--- src/rtl/core/ascp_pkg.sv ---
// Package for the ASCII CAN command parser: command kinds, character codes,
// buffer sizes and small decode helpers.
// No dependencies.
package ascp_pkg;

    // Command kind, also the result kind carried on the output
    typedef enum logic [1:0]
    {
        CMD_FRAME = 2'd0,
        CMD_BAUD  = 2'd1,
        CMD_PORT  = 2'd2,
        CMD_NONE  = 2'd3
    } cmd_t;

    localparam int BUFFER_BYTES      = 36;
    localparam int MAX_PAYLOAD_BYTES = 8;
    localparam int POS_W             = $clog2(BUFFER_BYTES + 1);
    localparam int TDATA_W           = 144;

    localparam logic [7:0] CH_STAR   = 8'h2A;  // '*'
    localparam logic [7:0] CH_HASH   = 8'h23;  // '#'
    localparam logic [7:0] CH_DOLLAR = 8'h24;  // '$'
    localparam logic [7:0] CH_BANG   = 8'h21;  // '!'
    localparam logic [7:0] CH_EQUAL  = 8'h3D;  // '='
    localparam logic [7:0] CH_ZERO   = 8'h30;  // '0'
    localparam logic [7:0] CH_NINE   = 8'h39;  // '9'

    localparam logic [2:0] BAUD_DEFAULT = 3'd3;
    localparam logic [2:0] BAUD_250K    = 3'd5;
    localparam logic [2:0] BAUD_500K    = 3'd6;
    localparam logic [2:0] BAUD_1000K   = 3'd7;

    // Lead byte to command kind
    function automatic cmd_t lead_kind(input logic [7:0] b);
        cmd_t k;
        unique case (b)
            CH_HASH:   k = CMD_FRAME;
            CH_DOLLAR: k = CMD_BAUD;
            CH_BANG:   k = CMD_PORT;
            default:   k = CMD_NONE;
        endcase
        return k;
    endfunction

    // Hex digit value, wrapping to 16 bits for non-hex bytes
    function automatic logic [15:0] hex_digit(input logic [7:0] b);
        logic [15:0] v;
        if (b <= CH_NINE)
            v = {8'd0, b} - 16'd48;
        else
            v = {8'd0, b} - 16'd55;
        return v;
    endfunction

    // Expected character of the port query at positions 1..6
    function automatic logic [7:0] listen_char(input logic [2:0] p);
        logic [7:0] c;
        unique case (p)
            3'd1:    c = 8'h4C;  // L
            3'd2:    c = 8'h49;  // I
            3'd3:    c = 8'h53;  // S
            3'd4:    c = 8'h54;  // T
            3'd5:    c = 8'h45;  // E
            3'd6:    c = 8'h4E;  // N
            default: c = 8'h00;
        endcase
        return c;
    endfunction

    // Decimal rate to bit rate code; 100 and anything unknown give the default
    function automatic logic [2:0] baud_map(input logic [13:0] rate);
        logic [2:0] c;
        unique case (rate)
            14'd250:  c = BAUD_250K;
            14'd500:  c = BAUD_500K;
            14'd1000: c = BAUD_1000K;
            default:  c = BAUD_DEFAULT;
        endcase
        return c;
    endfunction

endpackage

--- src/rtl/core/ascii_can_command_parser_core.sv ---
// ASCII CAN command parser core: byte-wise command accumulation and result register.
// Depends on ascp_pkg.
//
// Channel  | Dir | Signals                      | Content
// ---------+-----+------------------------------+----------------------------------
// s_*      | in  | s_tvalid s_tready s_tdata    | one received ASCII byte
// m_*      | out | m_tvalid m_tready m_tdata    | parsed result, kind in m_tuser
//          |     | m_tuser                      |
// cfg_*    | in  | cfg_we cfg_wdata             | hardware identifier byte
//
// One byte per cycle: each transfer updates the accumulators, and a '*' that
// yields a result loads the result register in the same clock.
// The only stall is a '*' arriving while a previous result still waits in the
// output register; other bytes are taken regardless of the master side.
// Reset (rst_n low) clears all parser state and the hardware identifier.
module ascii_can_command_parser_core
(
    input  logic         clk,
    input  logic         rst_n,
    input  logic         s_tvalid,
    output logic         s_tready,
    input  logic [7:0]   s_tdata,   // [7:0] rx_byte
    output logic         m_tvalid,
    input  logic         m_tready,
    // [31:0] frame_ident, [39:32] ext_flag, [47:40] std_flag,
    // [55:48] remote_flag, [63:56] length_code, [127:64] payload,
    // [130:128] baud_code, [138:131] port_ident, [139] overflowed, [143:140] zero
    output logic [143:0] m_tdata,
    output logic [1:0]   m_tuser,   // [1:0] result_kind
    input  logic         cfg_we,
    input  logic [7:0]   cfg_wdata  // [7:0] hardware_ident
);

    localparam int PW = ascp_pkg::POS_W;

    // Parser state
    logic [PW-1:0]       pos_reg,    pos_next;
    ascp_pkg::cmd_t      cmd_reg,    cmd_next;
    logic [31:0]         ident_reg,  ident_next;
    logic [3:0][7:0]     flag_reg,   flag_next;   // ext, std, remote, length
    logic [7:0][7:0]     pay_reg,    pay_next;
    logic [13:0]         dec_reg,    dec_next;
    logic [2:0]          eq_reg,     eq_next;
    logic                listen_reg, listen_next;
    logic                ovf_reg,    ovf_next;
    logic [7:0]          hw_id_reg;

    // Result register
    logic                                  m_valid_reg, m_valid_next;
    logic [ascp_pkg::TDATA_W-1:0]          m_data_reg,  m_data_next;
    logic [1:0]                            m_user_reg,  m_user_next;

    logic                s_xfer;
    logic                is_end;
    logic                at_full;
    logic                do_finish;
    logic                produce;
    ascp_pkg::cmd_t      fin_cmd;
    logic                fin_ovf;
    logic [15:0]         d16;
    logic [15:0]         half_add;
    logic [7:0]          byte_add;
    logic [PW-1:0]       pm9;
    logic [PW-1:0]       pk;
    logic [PW-1:0]       pj;
    logic [17:0]         dec_sum;

    // Result fields
    logic [31:0]         r_ident;
    logic [7:0]          r_ext, r_std, r_rmt, r_len, r_port;
    logic [63:0]         r_pay;
    logic [2:0]          r_baud;
    logic                r_ovf;
    logic [7:0]          keep;

    assign is_end   = (s_tdata == ascp_pkg::CH_STAR);
    // A '*' always ends a command; hold it back only while the output is occupied
    assign s_tready = !m_valid_reg || m_tready || !is_end;
    assign s_xfer   = s_tvalid && s_tready;
    assign at_full  = (pos_reg >= PW'(ascp_pkg::BUFFER_BYTES));

    assign d16      = ascp_pkg::hex_digit(s_tdata);
    // Identifier nibble shift: p=1..4 and p=5..8 both map to 3..0 from p[1:0]
    assign half_add = d16 << {2'(2'd0 - pos_reg[1:0]), 2'b00};
    // Odd positions carry the high nibble of a byte field
    assign byte_add = pos_reg[0] ? {d16[3:0], 4'h0} : d16[7:0];
    assign pm9      = pos_reg - PW'(9);
    assign pk       = pos_reg - PW'(17);
    assign pj       = pk >> 1;
    assign dec_sum  = {1'b0, dec_reg, 3'b000} + {3'b000, dec_reg, 1'b0}
                    + {14'd0, s_tdata[3:0] - ascp_pkg::CH_ZERO[3:0]};

    assign fin_cmd  = (pos_reg == '0) ? ascp_pkg::lead_kind(s_tdata) : cmd_reg;
    assign fin_ovf  = ovf_reg || at_full;

    // Result of a command ending with the current byte
    always_comb
    begin
        r_ident = '0;
        r_ext   = '0;
        r_std   = '0;
        r_rmt   = '0;
        r_len   = '0;
        r_pay   = '0;
        r_baud  = '0;
        r_port  = '0;
        r_ovf   = fin_ovf;
        produce = 1'b1;
        keep    = (flag_reg[3] < 8'(ascp_pkg::MAX_PAYLOAD_BYTES)) ? flag_reg[3]
                                                               : 8'(ascp_pkg::MAX_PAYLOAD_BYTES);
        unique case (fin_cmd)
            ascp_pkg::CMD_FRAME:
            begin
                r_ident = ident_reg;
                r_ext   = flag_reg[0];
                r_std   = flag_reg[1];
                r_rmt   = flag_reg[2];
                r_len   = flag_reg[3];
                for (int j = 0; j < 8; j++)
                begin
                    if (8'(j) < keep)
                        r_pay[8*j +: 8] = pay_reg[j];
                end
                r_ovf = fin_ovf || (flag_reg[3] > 8'(ascp_pkg::MAX_PAYLOAD_BYTES));
            end
            ascp_pkg::CMD_BAUD:
            begin
                r_baud = ascp_pkg::baud_map(dec_reg);
            end
            ascp_pkg::CMD_PORT:
            begin
                // Query must match all six characters
                if (listen_reg && (pos_reg >= PW'(7)))
                    r_port = hw_id_reg;
                else
                    produce = 1'b0;
            end
            default:
            begin
                r_ovf = fin_ovf;
            end
        endcase
    end

    // Accumulator update
    always_comb
    begin
        pos_next    = pos_reg;
        cmd_next    = cmd_reg;
        ident_next  = ident_reg;
        flag_next   = flag_reg;
        pay_next    = pay_reg;
        dec_next    = dec_reg;
        eq_next     = eq_reg;
        listen_next = listen_reg;
        ovf_next    = ovf_reg;
        do_finish   = 1'b0;

        if (s_xfer)
        begin
            if (at_full)
            begin
                // Past the buffer: drop the byte, remember the overflow
                ovf_next  = 1'b1;
                do_finish = is_end;
            end
            else if (pos_reg == '0)
            begin
                cmd_next  = ascp_pkg::lead_kind(s_tdata);
                do_finish = is_end;
                pos_next  = PW'(1);
            end
            else if (is_end)
            begin
                do_finish = 1'b1;
            end
            else
            begin
                pos_next = pos_reg + PW'(1);
                unique case (cmd_reg)
                    ascp_pkg::CMD_FRAME:
                    begin
                        if (pos_reg >= PW'(1) && pos_reg <= PW'(4))
                            ident_next[31:16] = ident_reg[31:16] + half_add;
                        else if (pos_reg >= PW'(5) && pos_reg <= PW'(8))
                            ident_next[15:0] = ident_reg[15:0] + half_add;
                        else if (pos_reg >= PW'(9) && pos_reg <= PW'(16))
                            flag_next[pm9[2:1]] = flag_reg[pm9[2:1]] + byte_add;
                        else if (pj < PW'(ascp_pkg::MAX_PAYLOAD_BYTES))
                            pay_next[pj[2:0]] = pay_reg[pj[2:0]] + byte_add;
                    end
                    ascp_pkg::CMD_BAUD:
                    begin
                        if (eq_reg == 3'd0)
                        begin
                            if (s_tdata == ascp_pkg::CH_EQUAL)
                                eq_next = 3'd1;
                        end
                        else if (eq_reg <= 3'd4)
                        begin
                            if (s_tdata >= ascp_pkg::CH_ZERO && s_tdata <= ascp_pkg::CH_NINE)
                            begin
                                dec_next = dec_sum[13:0];
                                eq_next  = eq_reg + 3'd1;
                            end
                            else
                            begin
                                eq_next = 3'd5;  // digits stop at first non-digit
                            end
                        end
                    end
                    ascp_pkg::CMD_PORT:
                    begin
                        if (pos_reg <= PW'(6) &&
                            s_tdata != ascp_pkg::listen_char(pos_reg[2:0]))
                            listen_next = 1'b0;
                    end
                    default:
                    begin
                        listen_next = listen_reg;
                    end
                endcase
            end

            if (do_finish)
            begin
                pos_next    = '0;
                cmd_next    = ascp_pkg::CMD_FRAME;
                ident_next  = '0;
                flag_next   = '0;
                pay_next    = '0;
                dec_next    = '0;
                eq_next     = '0;
                listen_next = 1'b1;
                ovf_next    = 1'b0;
            end
        end
    end

    // Output register load and drain
    always_comb
    begin
        m_valid_next = m_valid_reg && !m_tready;
        m_data_next  = m_data_reg;
        m_user_next  = m_user_reg;
        if (do_finish && produce)
        begin
            m_valid_next = 1'b1;
            m_data_next  = {4'h0, r_ovf, r_port, r_baud, r_pay,
                            r_len, r_rmt, r_std, r_ext, r_ident};
            m_user_next  = fin_cmd;
        end
    end

    always_ff @(posedge clk or negedge rst_n)
    begin
        if (!rst_n)
        begin
            pos_reg     <= '0;
            cmd_reg     <= ascp_pkg::CMD_FRAME;
            ident_reg   <= '0;
            flag_reg    <= '0;
            pay_reg     <= '0;
            dec_reg     <= '0;
            eq_reg      <= '0;
            listen_reg  <= 1'b1;
            ovf_reg     <= 1'b0;
            hw_id_reg   <= '0;
            m_valid_reg <= 1'b0;
        end
        else
        begin
            pos_reg     <= pos_next;
            cmd_reg     <= cmd_next;
            ident_reg   <= ident_next;
            flag_reg    <= flag_next;
            pay_reg     <= pay_next;
            dec_reg     <= dec_next;
            eq_reg      <= eq_next;
            listen_reg  <= listen_next;
            ovf_reg     <= ovf_next;
            m_valid_reg <= m_valid_next;
            if (cfg_we)
                hw_id_reg <= cfg_wdata;
        end
    end

    // Result payload, no reset needed
    always_ff @(posedge clk)
    begin
        m_data_reg <= m_data_next;
        m_user_reg <= m_user_next;
    end

    assign m_tvalid = m_valid_reg;
    assign m_tdata  = m_data_reg;
    assign m_tuser  = m_user_reg;

    // Assertions
    a_end_clears: assert property (@(posedge clk) disable iff (!rst_n)
        s_tvalid && s_tready && is_end |=> pos_reg == '0)
        else $error("position not cleared after terminator");

    a_pos_bound: assert property (@(posedge clk) disable iff (!rst_n)
        pos_reg <= PW'(ascp_pkg::BUFFER_BYTES))
        else $error("position beyond buffer");

    a_ovf_full: assert property (@(posedge clk) disable iff (!rst_n)
        ovf_reg |-> pos_reg == PW'(ascp_pkg::BUFFER_BYTES))
        else $error("overflow flag without full buffer");

    a_non_frame_zero: assert property (@(posedge clk) disable iff (!rst_n)
        m_tvalid && m_tuser != ascp_pkg::CMD_FRAME |-> m_tdata[127:0] == '0)
        else $error("frame fields set on non-frame result");

endmodule

--- config.mk ---
export PLATFORM = sky130hd
export DESIGN_NAME = ascii_can_command_parser_core
export DESIGN_NICKNAME = d
export VERILOG_FILES = /design/src/rtl/core/ascp_pkg.sv /design/src/rtl/core/ascii_can_command_parser_core.sv
export SDC_FILE = /design/constraint.sdc
export NUM_CORES = 1
export LEC_CHECK = 0
export BUFFER_PORTS_ARGS = -buffer_cell sky130_fd_sc_hd__buf_2
export CORE_ASPECT_RATIO = 0.8
export CORE_UTILIZATION = 50
export CTS_CLUSTER_SIZE = 10
export DETAILED_ROUTE_END_ITERATION = 10
export HOLD_SLACK_MARGIN = 0.15
export PLACE_DENSITY_LB_ADDON = 0.2
export SLEW_MARGIN = 20
export SYNTH_ARGS = -nofsm -noshare
export SYNTH_HDL_FRONTEND = slang
export SYNTH_SLANG_ARGS = --single-unit
--- constraint.sdc ---
create_clock -name clk -period 44.2 [get_ports clk]
set_clock_uncertainty 0.15 [all_clocks]
set_input_delay 4.42 -clock clk [delete_from_list [all_inputs] [get_ports clk]]
set_output_delay 4.42 -clock clk [all_outputs]
set_load 0.01 [all_outputs]
* After elaboration in Yosys (flattened, before gate mapping)
Cells that the tools add are included.
** Operators by class
- Add/subtract/negate cells :: 13
- Magnitude comparators :: 27
- Eq/ne operators :: 28
- Shift operators :: 1
- Mux-type cells :: 87
- Reductions and logical operators :: 53
** Operators with widths (number)
- 2-to-1 mux 64 bit :: 9
- 2-to-1 mux 32 bit :: 13
- 2-to-1 mux 14 bit :: 8
- 2-to-1 mux 8 bit :: 11
- bitwise mux 64 bit :: 1
- 2-to-1 mux 16 bit :: 4
- case mux 7 bit (6 select lines) :: 1
- equality test 8 x 6 -> 1 bit (second input constant) :: 5
- adder 16 bit :: 2
- bitwise mux 32 bit :: 1
- less-than comparator 3 x 8 -> 1 bit (first input constant) :: 4
- 2-to-1 mux 3 bit :: 9
- binary-select mux 8 bit (select 3 bit) :: 1
- demux 8 bit (select 3 bit) :: 1
- 2-to-1 mux 6 bit :: 4
- AND reduction 2 bit :: 11
- nonzero test 2 bit :: 11
- subtractor 8 x 6 -> 9 bit (second input constant) :: 2
- 2-to-1 mux 1 bit :: 17
- adder 8 bit :: 2
- binary-select mux 8 bit (select 2 bit) :: 1
- demux 8 bit (select 2 bit) :: 1
- less-than comparator 1 x 8 -> 1 bit (first input constant) :: 2
- less-than comparator 2 x 8 -> 1 bit (first input constant) :: 2
- other kinds (51) :: 86
** Storage, ports and cells
- Register bits after elaboration :: 306
- Input port bits :: 21
- Output and inout port bits :: 148

* Logic depth before layout (Yosys ltp)
Gate-level depths: netlist (run 1).
- Word-level depth :: 15
- Mapped depth :: 19

* Worst setup path after synthesis (run 1)
No wires, ideal clock.
- Path type :: input port to flip-flop
- Start point :: in s_tdata[1]
- End point :: reg m_valid_reg, in the netlist m_tvalid
- Arrival :: 17.846 ns
- Data required time :: 43.912 ns
- Setup slack :: 26.067 ns
- Cell stages on the path :: 9
- Buffers on the path :: 1
- Cell sequence :: buf_2 > inv_1 > ha_1 > nor2b_1 > mux2i_1 > nor3_1 > a21oi_1 > a311oi_1 > or2_2
** RTL lines
- from (decl) :: line ascii_can_command_parser_core.sv:22 : input logic [7:0] s_tdata,
- equality test 8 x 6 -> 1 bit :: line ascp_pkg.sv:36 : unique case (b)
- case mux 2 bit (3 select lines) (*) :: line ascp_pkg.sv:36
- 2-to-1 mux 2 bit (*)
- via fin_cmd[1] :: line ascii_can_command_parser_core.sv:58 : ascp_pkg::cmd_t fin_cmd;
- equality test 2 bit (*) :: line ascii_can_command_parser_core.sv:111 : unique case (fin_cmd)
- 2-to-1 mux 1 bit (*) :: line ascii_can_command_parser_core.sv:111
- logical AND 1 bit (*) :: line ascii_can_command_parser_core.sv:246 : if (do_finish && produce)
- 2-to-1 mux 1 bit (*) :: line ascii_can_command_parser_core.sv:246
- via m_valid_next :: line ascii_can_command_parser_core.sv:49 : logic m_valid_reg, m_valid_next;
- to (signal assigned) :: line ascii_can_command_parser_core.sv:282 : m_valid_reg <= m_valid_next;
- to (decl) :: line ascii_can_command_parser_core.sv:49
Mark *: on every way through the listed nets, which the timed path passes. The rest lies on a longest branch. The select of a mux whose other input is x is not followed.
A chain may end at the register's enable or synchronous reset.

* Worst setup path after layout (run 1)
- Start point :: in s_tdata[6]
- End point :: out s_tready
** On the way
- Longest elaborated chain between the ends :: 3
** RTL lines
- equality test 8 x 6 -> 1 bit :: line ascii_can_command_parser_core.sv:76 : assign is_end = (s_tdata == ascp_pkg::CH_STAR);
- logical NOT 1 bit :: line ascii_can_command_parser_core.sv:78 : assign s_tready = !m_valid_reg || m_tready || !is_end;
- logical OR 1 bit :: line ascii_can_command_parser_core.sv:78
- to (decl) :: line ascii_can_command_parser_core.sv:21 : output logic s_tready,
No other way between the ends.

==> flow_summary.toml, run 1 <==
[detailed_routing]
wl_mm = 41.5
drtPass1Iterations = 5
ant_nets = 0
wl_per_cell_um = 19.9
viasPerCell = 5.84
num_vias = 12200
drcViolationCount = 0
first_iter_violations = 1071

[pwr]
irDropWorstVdd_mv = 0.0386
seqPwrFrac = 0.329
switching_power_uw = 541
leakagePower_nw = 7.97
internal_power_uw = 757
clkPwrFrac = 0.209
sw_frac_of_total = 0.417
pwr-share-comb = 0.463
powerDensity_mw_per_mm2 = 70.2

[timing]
min_period_over_period = 0.233
worst_pin_slew_ns = 1.14
grt_setup_unrepaired = "no"
hold_viol_final = 0
setup_tns_ns = 0
slew_viol_final = 0
post-route-worst-setup-slack_ns = 33.92
relSlewSlack = 0.235
fin_crit_ns = 10.28
setup_viol_count_final = 0
fmax_mhz = 97.3

[synth]
syn_area_mm2 = 0.0162
seq_area_frac_synth = 0.516
syn_inst = 1488
synth_ff_type = "dfrtp_1"
synth_edf_count = 142
synth_cell_types = 89
netlist_top_cells_area = "edfxtp_1, dfrtp_1, ha_1"
synth_top_area_cell = "edfxtp_1"
avgSynthCellArea_um2 = 10.9
ys.warnings.count = 0
ys_ff_latch = 306
async_flop_share = 0.536
yosys.area.top_type_share = 0.263

[layout]
fin_area_mm2 = 0.0185
seq_area_mm2 = 0.00837
multi_input_area_mm2 = 0.00745
fin_nets = 1737
drive_gt1_frac = 0.178
most-common-layout-cells = "nand2_1, dfrtp_1, buf_2, edfxtp_1, and2_1"
fillers = 2664
area_growth_pct = 14.0
n_antenna_cell = 0
postLayoutCoreUtil = 0.584
final_common_cell = "nand2_1"
largest_reg_flops = 140

[place]
placed_cell_area_mm2 = 0.0174
io_buffers = 164
dp_hpwl_mm = 29.1
pre_cts_slack_ns = 33.97
globalplace.congestion = 0.915

[global_route]
grt_max_degree = 144
grt_first_pass_wirelength_mm = 66.1
antenna_found_initial = 1
grtUsageTotal = 0.257
grt.overflow.total = 0
first_global_vias = 11800

[clock_tree]
clockRootBuffer = "clkbuf_16"
htreeDepth = 2
cts_resized = 0
cts.path.max_buffers = 3
hold_buffers = 0
cts.clk_slew.worst_paths_ns = 0.06
clkSinkCount = 306
cts_tree = "built"
cts_setup_buffers = 0
clk_latency_ns = 0.53
cts_buffers = 37

[die]
io_pins = 169
fp.dieArea_mm2 = 0.0332
die_h_um = 163
core_mm2 = 0.0316
die_w_um = 203
initial_core_util = 0.513
num_rows = 58

[worst_setup_path]
path_class = "input pin to primary output"
worstPathArrival_ns = 5.71
cp.required_ns = 39.63
critPathLaunchType = "input pin"
crit_path_end_kind = "primary output"
path_max_fanout = 11

[flow_run]
max-cap-violations = 0

[min_path]
min_path_type = "flop to flop"

[status]
status = "complete, no violations"
path summary, 6_finish.rpt:
kind | start | end | slack, ns | depth (start not counted)
setup reg to reg | pos_reg[1] | pay_reg[23] | 39.56 | 16
hold reg to reg | dec_reg[13] | dec_reg[13] | 0.33 | 2
min in group asynchronous | rst_n | pay_reg[33] | 3.81 | 1
hold / removal | dec_reg[13] | dec_reg[13] | 0.33 | 2
setup / recovery | s_tdata[6] | s_tready | 33.92 | 6
max in group asynchronous | rst_n | flag_reg[21] | 38.50 | 2
per-stage QoR:
| step | hold WS (ns) | power, mW | instances |
|---|---|---|---|
| after floorplan | 0.300 | 0.861 | 1491 |
| after global placement | 0.314 | 1.00 | 2025 |
| after detailed placement | 0.326 | 1.02 | 2025 |
| after CTS | 0.339 | 1.30 | 2090 |
| after global routing | 0.356 | 1.39 | 2090 |
| final | 0.333 | 1.30 | 2090 |
power by group through the flow:
stage / Clock [mW] / Combinational [mW] / Sequential, mW
2_1_floorplan: 0 / 0.458 / 0.402
3_3_place_gp: 0 / 0.577 / 0.427
3_5_place_dp: 0 / 0.591 / 0.430
4_1_cts: 0.276 / 0.596 / 0.425
5_1_grt: 0.287 / 0.669 / 0.434
6_report: 0.271 / 0.601 / 0.427
worst max-delay path: stages:
cell and delay (ns):
buf_2 0.17, nor2_2 0.37, nand2_1 0.21, nor3_2 0.26, nand2_1 0.11, buf_2 0.16
cell type report:
type / instances / area share
timing repair buffer: 177 / 0.0507
multi-input combinational: 1080 / 0.403
inverter: 42 / 0.00853
tap: 420 / 0.0284
clock inverter: 4 / 0.00169
clock buffer: 61 / 0.0549
sequential: 306 / 0.453
layer usage:
layer | up-vias | part of all wire | track usage
met5 | - | 0.00024 | 0
met4 | 2 | 0.018 | 0.0622
met3 | 63 | 0.076 | 0.0585
met2 | 446 | 0.43 | 0.375
met1 | 5948 | 0.47 | 0.386
li1 | 5742 | - | -
kinds of logic (layout without fill, tap and decap cells):
family | Yosys count | after routing | synth area share
flip-flops | 306 | 306 | 0.516
adder cells (fa/ha/maj) | 82 | 82 | 0.0641
buffers and inverters | 105 | 284 | 0.0281
AO/OA/AOI/OAI | 379 | 379 | 0.159
XOR/XNOR | 57 | 57 | 0.0308
other | 1 | 4 | 0.000231
AND/OR/NAND/NOR | 522 | 522 | 0.160
multiplexers | 36 | 36 | 0.0413
cells in the mapped netlist, types with 37 or more instances:
library cell	number
xnor2_1	39
and2_1	114
nand2_1	196
a22o_1	43
clkbuf_1	43
edfxtp_1	142
ha_1	68
dfrtp_1	163
nor2b_1	37
nor2_1	62
o21ai_0	111
a21oi_1	65
inv_1	42
No activity file was read; power rests on OpenSTA's default activity.
==> run 2: changes to the inputs <==
==> constraint.sdc (replaced) <==
create_clock -name clk -period 8.6 [get_ports clk]
set_clock_uncertainty 0.15 [all_clocks]
set_input_delay 0.86 -clock clk [delete_from_list [all_inputs] [get_ports clk]]
set_output_delay 0.86 -clock clk [all_outputs]
set_load 0.01 [all_outputs]
==> flow_summary.toml, run 2 (same netlist as run 1, synthesis figures left out) <==
[detailed_routing]
ant_nets = 0
drtPass1Iterations = 6
viasPerCell = 5.90
wl_mm = 41.7
first_iter_violations = 1145
num_vias = 12400
drcViolationCount = 0
wl_per_cell_um = 19.9

[worst_setup_path]
path_max_fanout = 34
worstPathArrival_ns = 5.70
critPathLaunchType = "flop"
path_class = "flop to flop"
reg2reg_depth = 18
cp.required_ns = 8.88
crit_path_end_kind = "flop"

[status]
status = "complete, no violations"

[clock_tree]
cts_setup_buffers = 0
clkSinkCount = 306
htreeDepth = 2
cts_resized = 0
cts_tree = "built"
clockRootBuffer = "clkbuf_16"
hold_buffers = 0
cts.path.max_buffers = 3
cts.clk_slew.worst_paths_ns = 0.06
clk_latency_ns = 0.52
cts_buffers = 37

[timing]
setup_tns_ns = 0
min_period_over_period = 0.630
fin_crit_ns = 5.42
setup_viol_count_final = 0
hold_viol_final = 0
grt_setup_unrepaired = "no"
fmax_mhz = 185
worst_pin_slew_ns = 1.16
slew_viol_final = 0
relSlewSlack = 0.222

[global_route]
grt.busiest_layer = "met1"
met2_usage = 0.358
antenna_found_initial = 2
grt_first_pass_wirelength_mm = 66.1
first_global_vias = 11500
use_met3 = 0.0630
grtUsageTotal = 0.256
grt_use_met1 = 0.391
grt_max_degree = 100
grt.overflow.total = 0

[die]
initial_core_util = 0.513
fp.dieArea_mm2 = 0.0332
die_w_um = 203
io_pins = 169
core_mm2 = 0.0316
die_h_um = 163
num_rows = 58

[place]
dp_hpwl_mm = 29.6
globalplace.congestion = 0.958
placed_cell_area_mm2 = 0.0174
io_buffers = 164

[pwr]
irDropWorstVdd_mv = 0.179
powerDensity_mw_per_mm2 = 362
leakagePower_nw = 7.99

[layout]
seq_area_mm2 = 0.00837
most-common-layout-cells = "nand2_1, dfrtp_1, buf_2, edfxtp_1, and2_1"
fin_area_mm2 = 0.0185
largest_reg_flops = 140
fillers = 2689
area_growth_pct = 14.2
drive_gt1_frac = 0.178
final_common_cell = "nand2_1"
fin_nets = 1738
multi_input_area_mm2 = 0.00744

[flow_run]
max-cap-violations = 0

[min_path]
min_path_type = "input pin to async pin"
==> run 2: path summary, 6_finish.rpt <==
kind,from,to,slack (ns)
setup / recovery,pos_reg[0],pay_reg[47],3.18
hold / removal,rst_n,dec_reg[12],0.30
setup reg to reg,pos_reg[0],pay_reg[47],3.18
hold reg to reg,dec_reg[13],dec_reg[13],0.33
max in group asynchronous,rst_n,dec_reg[4],6.58
min in group clk,dec_reg[13],dec_reg[13],0.33
==> run 2: power by group <==
group	leakage (nW)	internal (mW)	switching [mW]
clock	0.525	0.839	0.577
sequential	3.46	1.88	0.349
combinational	4.01	1.21	1.86
total	7.99	3.92	2.78
==> run 2: per-stage QoR <==
stage | hold WS (ns) | worst slack, ns | util | total power [mW] | instances
after floorplan | 0.300 | 2.04 | - | 4.43 | 1491
after global placement | 0.316 | 3.44 | 0.551 | 5.18 | 2026
after detailed placement | 0.323 | 3.31 | 0.551 | 5.24 | 2026
after CTS | 0.334 | 3.28 | 0.585 | 6.68 | 2092
after global routing | 0.370 | 2.69 | 0.585 | 7.14 | 2092
final | 0.302 | 3.18 | 0.585 | 6.71 | 2093
==> run 2: critical path, cell delays in order (launching register included) <==
cell and delay [ns]:
dfrtp_1 1.04, inv_1 0.35, ha_2 0.33, nand2b_1 0.21, nand2_2 0.10, buf_4 0.46
mux4_2 0.58, nand2_1 0.09, nand2_1 0.09, ha_1 0.29, a21o_1 0.15, a21oi_1 0.23
o21bai_1 0.10, a21oi_1 0.24, o21bai_1 0.09, a21oi_1 0.18, xor2_1 0.16, nand2_1 0.19
o21ai_0 0.23
==> run 2: cell type report <==
cell class,count,area share
repair buffers,178,0.0503
inverters,42,0.00851
clock buffers,63,0.0575
well taps,420,0.0284
multi-input cells,1080,0.402
diodes,1,0.000135
clock inverters,3,0.00142
flip-flops and latches,306,0.452
==> run 2: routing by layer <==
| layer | vias up | share of wire |
|---|---|---|
| li1 | 5726 | - |
| met1 | 6005 | 0.47 |
| met2 | 549 | 0.42 |
| met3 | 71 | 0.092 |
| met4 | 4 | 0.022 |
| met5 | - | 0.00065 |
